$ cat src/rtl/core/sitda_pkg.sv
`timescale 1ns / 1ps
// ----------------------------------------------------------------------------
// sitda_pkg
// Shared constants and types for the signed integer to decimal ASCII block.
// ----------------------------------------------------------------------------
package sitda_pkg;

    localparam int VALUE_WIDTH_DEF = 32;

    // Magnitude bits consumed by the digit cells per clock
    localparam int BITS_PER_STEP = 4;

    localparam logic [6:0] ASCII_ZERO  = 7'd48;
    localparam logic [6:0] ASCII_NINE  = 7'd57;
    localparam logic [6:0] ASCII_MINUS = 7'd45;

    // Cell operations
    typedef enum logic [1:0] {
        OP_HOLD  = 2'd0,
        OP_CLEAR = 2'd1,
        OP_CONV  = 2'd2,
        OP_SHIFT = 2'd3
    } cell_op_t;

    // Decimal digits needed for 2^(width-1); log10(2) ~ 0.30103
    function automatic int num_digits(input int width);
        return ((width - 1) * 30103) / 100000 + 1;
    endfunction

endpackage

$ cat src/rtl/core/sitda_cell.sv
`timescale 1ns / 1ps
// ----------------------------------------------------------------------------
// sitda_cell
// One BCD digit cell: shift-and-add-3 over four bits per clock, hold, clear,
// or shift its digit to the next cell up.
// ----------------------------------------------------------------------------
module sitda_cell (
    input  logic                                  aclk,
    input  sitda_pkg::cell_op_t                   op,
    input  logic [sitda_pkg::BITS_PER_STEP-1:0]   carry_in,
    input  logic [3:0]                            shift_in,
    output logic [sitda_pkg::BITS_PER_STEP-1:0]   carry_out,
    output logic [3:0]                            digit
);

    logic [3:0] digit_reg;
    logic [3:0] digit_next;
    logic [3:0] conv_val;

    // Bit BITS_PER_STEP-1 of carry_in is the first bit shifted in
    always_comb begin
        conv_val  = digit_reg;
        carry_out = '0;
        for (int j = 0; j < sitda_pkg::BITS_PER_STEP; j++) begin
            if (conv_val >= 4'd5) begin
                conv_val = conv_val + 4'd3;
            end
            carry_out[sitda_pkg::BITS_PER_STEP-1-j] = conv_val[3];
            conv_val = {conv_val[2:0], carry_in[sitda_pkg::BITS_PER_STEP-1-j]};
        end
    end

    always_comb begin
        unique case (op)
            sitda_pkg::OP_CLEAR: digit_next = 4'd0;
            sitda_pkg::OP_CONV:  digit_next = conv_val;
            sitda_pkg::OP_SHIFT: digit_next = shift_in;
            default:             digit_next = digit_reg;
        endcase
    end

    always_ff @(posedge aclk) begin
        digit_reg <= digit_next;
    end

    assign digit = digit_reg;

endmodule

$ cat src/rtl/core/sitda_chain.sv
`timescale 1ns / 1ps
// ----------------------------------------------------------------------------
// sitda_chain
// Row of digit cells, least significant at index 0, plus a scan for the
// highest nonzero digit.
// ----------------------------------------------------------------------------
module sitda_chain #(
    parameter int NDIG = 10,
    parameter int IDXW = 4
) (
    input  logic                                  aclk,
    input  sitda_pkg::cell_op_t                   op,
    input  logic [sitda_pkg::BITS_PER_STEP-1:0]   bits_in,
    output logic [NDIG-1:0][3:0]                  digits,
    output logic [IDXW-1:0]                       top_idx
);

    logic [sitda_pkg::BITS_PER_STEP-1:0] carry [NDIG+1];

    assign carry[0] = bits_in;

    for (genvar i = 0; i < NDIG; i++) begin : g_cell
        logic [3:0] shift_src;

        if (i == 0) begin : g_first
            assign shift_src = 4'd0;
        end else begin : g_rest
            assign shift_src = digits[i-1];
        end

        sitda_cell u_cell (
            .aclk      (aclk),
            .op        (op),
            .carry_in  (carry[i]),
            .shift_in  (shift_src),
            .carry_out (carry[i+1]),
            .digit     (digits[i])
        );
    end

    // Highest nonzero digit; zero value maps to index 0
    always_comb begin
        top_idx = '0;
        for (int i = 0; i < NDIG; i++) begin
            if (digits[i] != 4'd0) begin
                top_idx = IDXW'(i);
            end
        end
    end

endmodule

$ cat src/rtl/core/signed_int_to_decimal_ascii.sv
`timescale 1ns / 1ps
// ----------------------------------------------------------------------------
// signed_int_to_decimal_ascii
// Converts one VALUE_WIDTH-bit two's-complement integer per request into its
// decimal ASCII text, most significant character first, one character per
// output request, with m_last_char set on the final one. Negative values get
// a leading '-', zero prints as "0", no leading zeros, and the most negative
// value prints in full. One value is in flight at a time: after s_value is
// taken, a row of BCD digit cells absorbs the magnitude four bits per clock,
// a scan state then finds the leading digit, and characters leave at one per
// cycle while m_ready is high.
// ----------------------------------------------------------------------------
module signed_int_to_decimal_ascii #(
    parameter int VALUE_WIDTH = sitda_pkg::VALUE_WIDTH_DEF
) (
    input  logic                          aclk,
    input  logic                          aresetn,
    input  logic                          s_valid,
    output logic                          s_ready,
    input  logic signed [VALUE_WIDTH-1:0] s_value,
    output logic                          m_valid,
    input  logic                          m_ready,
    output logic [6:0]                    m_char_code,
    output logic                          m_last_char
);

    localparam int BPS    = sitda_pkg::BITS_PER_STEP;
    localparam int NDIG   = sitda_pkg::num_digits(VALUE_WIDTH);
    localparam int IDXW   = $clog2(NDIG);
    localparam int STEPS  = (VALUE_WIDTH + BPS - 1) / BPS;
    localparam int PAD_W  = STEPS * BPS;
    localparam int STEP_W = (STEPS > 1) ? $clog2(STEPS) : 1;

    typedef enum logic [4:0] {
        ST_IDLE = 5'b00001,
        ST_CONV = 5'b00010,
        ST_SCAN = 5'b00100,
        ST_SIGN = 5'b01000,
        ST_EMIT = 5'b10000
    } state_t;

    state_t                  state_reg, state_next;
    logic [PAD_W-1:0]        mag_reg, mag_next;
    logic [STEP_W-1:0]       step_reg, step_next;
    logic                    neg_reg, neg_next;
    logic [IDXW-1:0]         top_reg, top_next;
    logic [IDXW-1:0]         rem_reg, rem_next;
    logic [VALUE_WIDTH-1:0]  abs_val;
    sitda_pkg::cell_op_t     cell_op;
    logic [NDIG-1:0][3:0]    digits;
    logic [IDXW-1:0]         scan_idx;

    // Unsigned magnitude; the most negative value maps to 2^(W-1)
    assign abs_val = s_value[VALUE_WIDTH-1] ? (~s_value + 1'b1) : s_value;

    sitda_chain #(
        .NDIG (NDIG),
        .IDXW (IDXW)
    ) u_chain (
        .aclk    (aclk),
        .op      (cell_op),
        .bits_in (mag_reg[PAD_W-1 -: BPS]),
        .digits  (digits),
        .top_idx (scan_idx)
    );

    assign s_ready     = (state_reg == ST_IDLE);
    assign m_valid     = (state_reg == ST_SIGN) || (state_reg == ST_EMIT);
    assign m_char_code = (state_reg == ST_SIGN) ? sitda_pkg::ASCII_MINUS
                       : sitda_pkg::ASCII_ZERO + {3'd0, digits[top_reg]};
    assign m_last_char = (state_reg == ST_EMIT) && (rem_reg == '0);

    always_comb begin
        state_next = state_reg;
        mag_next   = mag_reg;
        step_next  = step_reg;
        neg_next   = neg_reg;
        top_next   = top_reg;
        rem_next   = rem_reg;
        cell_op    = sitda_pkg::OP_HOLD;
        unique case (state_reg)
            ST_IDLE: begin
                if (s_valid) begin
                    mag_next   = PAD_W'(abs_val);
                    neg_next   = s_value[VALUE_WIDTH-1];
                    step_next  = '0;
                    cell_op    = sitda_pkg::OP_CLEAR;
                    state_next = ST_CONV;
                end
            end
            ST_CONV: begin
                cell_op  = sitda_pkg::OP_CONV;
                mag_next = mag_reg << BPS;
                step_next = step_reg + 1'b1;
                if (step_reg == STEP_W'(STEPS - 1)) begin
                    state_next = ST_SCAN;
                end
            end
            ST_SCAN: begin
                top_next   = scan_idx;
                rem_next   = scan_idx;
                state_next = neg_reg ? ST_SIGN : ST_EMIT;
            end
            ST_SIGN: begin
                if (m_ready) begin
                    state_next = ST_EMIT;
                end
            end
            ST_EMIT: begin
                if (m_ready) begin
                    if (rem_reg == '0) begin
                        state_next = ST_IDLE;
                    end else begin
                        // next lower digit moves up into the read slot
                        cell_op  = sitda_pkg::OP_SHIFT;
                        rem_next = rem_reg - 1'b1;
                    end
                end
            end
            default: begin
                state_next = ST_IDLE;
            end
        endcase
    end

    always_ff @(posedge aclk) begin
        if (!aresetn) begin
            state_reg <= ST_IDLE;
        end else begin
            state_reg <= state_next;
        end
    end

    always_ff @(posedge aclk) begin
        mag_reg  <= mag_next;
        step_reg <= step_next;
        neg_reg  <= neg_next;
        top_reg  <= top_next;
        rem_reg  <= rem_next;
    end

endmodule

$ cat config.mk
export PLATFORM = sky130hd
export DESIGN_NAME = signed_int_to_decimal_ascii
export DESIGN_NICKNAME = d
export VERILOG_FILES = /design/src/rtl/core/sitda_pkg.sv /design/src/rtl/core/sitda_cell.sv /design/src/rtl/core/sitda_chain.sv /design/src/rtl/core/signed_int_to_decimal_ascii.sv
export SDC_FILE = /design/constraint.sdc
export NUM_CORES = 1
export LEC_CHECK = 0
export BUFFER_PORTS_ARGS = -buffer_cell sky130_fd_sc_hd__buf_4
export CORE_MARGIN = 2
export CORE_UTILIZATION = 45
export DETAILED_ROUTE_END_ITERATION = 6
export HOLD_SLACK_MARGIN = 0.15
export PLACE_DENSITY_LB_ADDON = 0.08
export SLEW_MARGIN = 20
export SYNTH_ARGS = -nofsm -noshare
export SYNTH_HDL_FRONTEND = slang
export SYNTH_HIERARCHICAL = 1
export SYNTH_SLANG_ARGS = --single-unit
$ cat constraint.sdc
create_clock -name aclk -period 13.1 [get_ports aclk]
set_input_delay 1.965 -clock aclk [delete_from_list [all_inputs] [get_ports aclk]]
set_output_delay 1.965 -clock aclk [all_outputs]
set_load 0.02 [all_outputs]
==> results_dict.tcl <==
set metrics [dict create \
    post_synth_inst_count 1245 \
    run_status "finished clean" \
    timing.critical_path.cells "inv_1 > ha_1 > nand2b_1 > a211oi_1 > or2_1 > ha_1 > nand2_1 > a211oi_4 > xnor2_2 > ha_1 > nor2b_1 > nor3_1 > mux2i_1 > a211oi_2 > inv_1 > ha_1 > nor2b_1 > a211oi_2 > nor4b_1 > a211oi_2" \
    cts-buffers-inserted 9 \
    fin_crit_ns 5.419 \
    ir_drop_uv 188.3 \
    dpl.hpwl_mm 20.13 \
    rr_worst_depth 20 \
    min_delay_worst_endpoint "mag_reg[4]" \
    flip_flop_count_of_the_largest_register_after_layout 40 \
    finalSetupViolCount 0 \
    critical_path_required_ns 13.19 \
    cts_sinks 89 \
    placedCellCount 1600 \
    grt_max_degree 71 \
    grt_pass1_wl_mm 44.57 \
    synth_area_um2 11610 \
    clk_root_buffer_cell "clkbuf_16" \
    maxSlewHeadroom_pct 43.68 \
    worstSetupEndpointType "register" \
    worstMarginPinSlew_ns 0.8423 \
    reg2reg_from "u_chain/g_cell[0].u_cell/digit[0]" \
    holdWs_ns 0.5311 \
    die_h_um 164.6 \
    overflow 0 \
    slew_viol_final 0 \
    cp.arrival_ns 5.51 \
    grt_antenna_before_repair 0 \
    worst_clock_skew_ns 0.01202 \
    grt_util_all_layers_pct 19.96 \
    finalHoldViolations 0 \
    totalWireLength_mm 26.05 \
    reg2reg_slack_ns 7.68 \
    dr.first_iter.drc_count 518 \
    path_max_fanout 7 \
    finalCritPeriodShare_pct 41.37 \
    ctsHtreeMaxLevel 3 \
    global_routing_usage_on_met2_pct 33.55 \
    grt.met1_usage_pct 28.07 \
    crit_buf_inv 2 \
    syn_area_per_cell_um2 9.323 \
    hold_buffers 0 \
    port_buffers 43 \
    placement_rows 58 \
    r2r-end "u_chain/g_cell[0].u_cell/digit[2]" \
    timing_worst_setup_path_type "register to register" \
    top_usage_layer "met2" \
    power_per_cell_area_nw_per_um2 268.1 \
    cp_common_cell "ha_1" \
    via_count_of_the_first_global_routing_pass 9080 \
    worstSkewPairLatency_ns 0.36 \
    n_antenna_cell 0 \
    floorplan.die.width_um 164.6 \
    cts_setup_buffers 0 \
    timing.critical_path.slowest_cell_delay_ns 0.50 \
    fin_setup_tns_ns 0 \
    worst_path_dominant_cell_family "simple AND/OR/NAND/NOR gates" \
    timing.hold.worst.start "mag_reg[0]" \
    drt_first_pass_iters 5 \
    hold_class "register to register" \
    clk_pin_slew_worst_paths_ns 0.08 \
    post_cts_resize_count 0 \
    cp-start-kind "register" \
    gp_congestion 0.8430 \
    nets 1401 \
    synth_warnings 6 \
    design.portCount 46 \
    cp_slowest_cell "edfxtp_1" \
    vias_per_instance 5.798 \
    core-area_um2 25250 \
    timing.hold.worst_path_depth 2 \
    max-clock-path-buffers 2 \
    rsz0062_at_grt "false" \
    final_antenna_net_count 0 \
    dpl-instance-area_um2 12210 \
    die_area_um2 27090 \
    grt_use_met3_pct 2.009 \
    vias 9370 \
    wl_per_cell_um 16.12 \
    area_delta_synth_final_pct 7.707 \
    post_route_cells_drive_above_1_share_pct 22.47 \
    maxCapViolCount 0 \
    stdcell_area_um2 12500 \
    floorplan.initialDensity_pct 45.96 \
    finalNonFillerCells 1616 \
    achievable-frequency_mhz 184.5 \
    tritoncts "done" \
    drc_errors 0 \
    power_leakage_nw 4.936 \
]
-- worst max-delay path by stage --
| stage | end | start | depth (start not counted) |
|---|---|---|---|
| 2_1_floorplan | u_chain/g_cell[8].u_cell/digit[2] | u_chain/g_cell[8].u_cell/digit[0] | 20 |
| 3_3_place_gp | u_chain/g_cell[0].u_cell/digit[2] | u_chain/g_cell[0].u_cell/digit[0] | 20 |
| 3_5_place_dp | u_chain/g_cell[0].u_cell/digit[2] | u_chain/g_cell[0].u_cell/digit[0] | 20 |
| 4_1_cts | u_chain/g_cell[0].u_cell/digit[2] | u_chain/g_cell[0].u_cell/digit[0] | 20 |
| 5_1_grt | u_chain/g_cell[7].u_cell/digit[2] | u_chain/g_cell[7].u_cell/digit[0] | 20 |
| 6_report | u_chain/g_cell[0].u_cell/digit[2] | u_chain/g_cell[0].u_cell/digit[0] | 20 |
-- layer usage --
metal,vias to the layer above,part of all wire (%)
met3,13,2.5
met5,-,0
met4,0,0.83
li1,4786,-
met2,137,46
met1,4434,50
-- stage by stage --
step	setup slack [ns]	util (%)	total power [mW]
global route	7.166	49.50	3.673
floorplan	8.399	-	2.637
global placement	7.742	48.35	3.077
CTS	7.697	49.50	3.359
finish	7.681	49.50	3.351
detailed placement	7.739	48.35	3.081
-- cells in the final DEF (no fill, tap or decap), types with 17 or more instances in the layout --
cell      instances
inv_1            99
ha_1             84
edfxtp_1         84
a21oi_1          79
nand2_1          76
nand2b_1         59
o21ai_0          52
nor2_1           51
buf_4            47
mux2i_1          38
nor3_1           33
nor2b_1          33
nand3_1          32
a211oi_2         30
mux2_2           29
xor2_1           28
nor4_1           27
and3_1           22
nor4b_1          21
o22ai_1          20
o21ai_1          17
-- tightest hold or removal path, delay by kind of cell, from the launching register on --
family	cells	cell delay (ns)
flip-flops	1	0.32
AO/OA/AOI/OAI	1	0.06
AND/OR/NAND/NOR	1	0.04
-- where the power goes --
part           switching [mW]  internal (mW)  leakage [nW]
Clock                   0.127          0.134         0.142
Combinational            1.50           1.13          3.94
Sequential             0.0738          0.385         0.851
-- final cells by class --
type | count | area [µm²]
fillers | 2408 | 12750
multi-input cells | 1035 | 8449
flip-flops and latches | 89 | 2623
well taps | 330 | 412.9
inverters | 99 | 371.6
repair buffers | 47 | 352.8
clock buffers | 9 | 225.2
clock inverters | 7 | 67.56
Power figures use the tool's default switching activity.
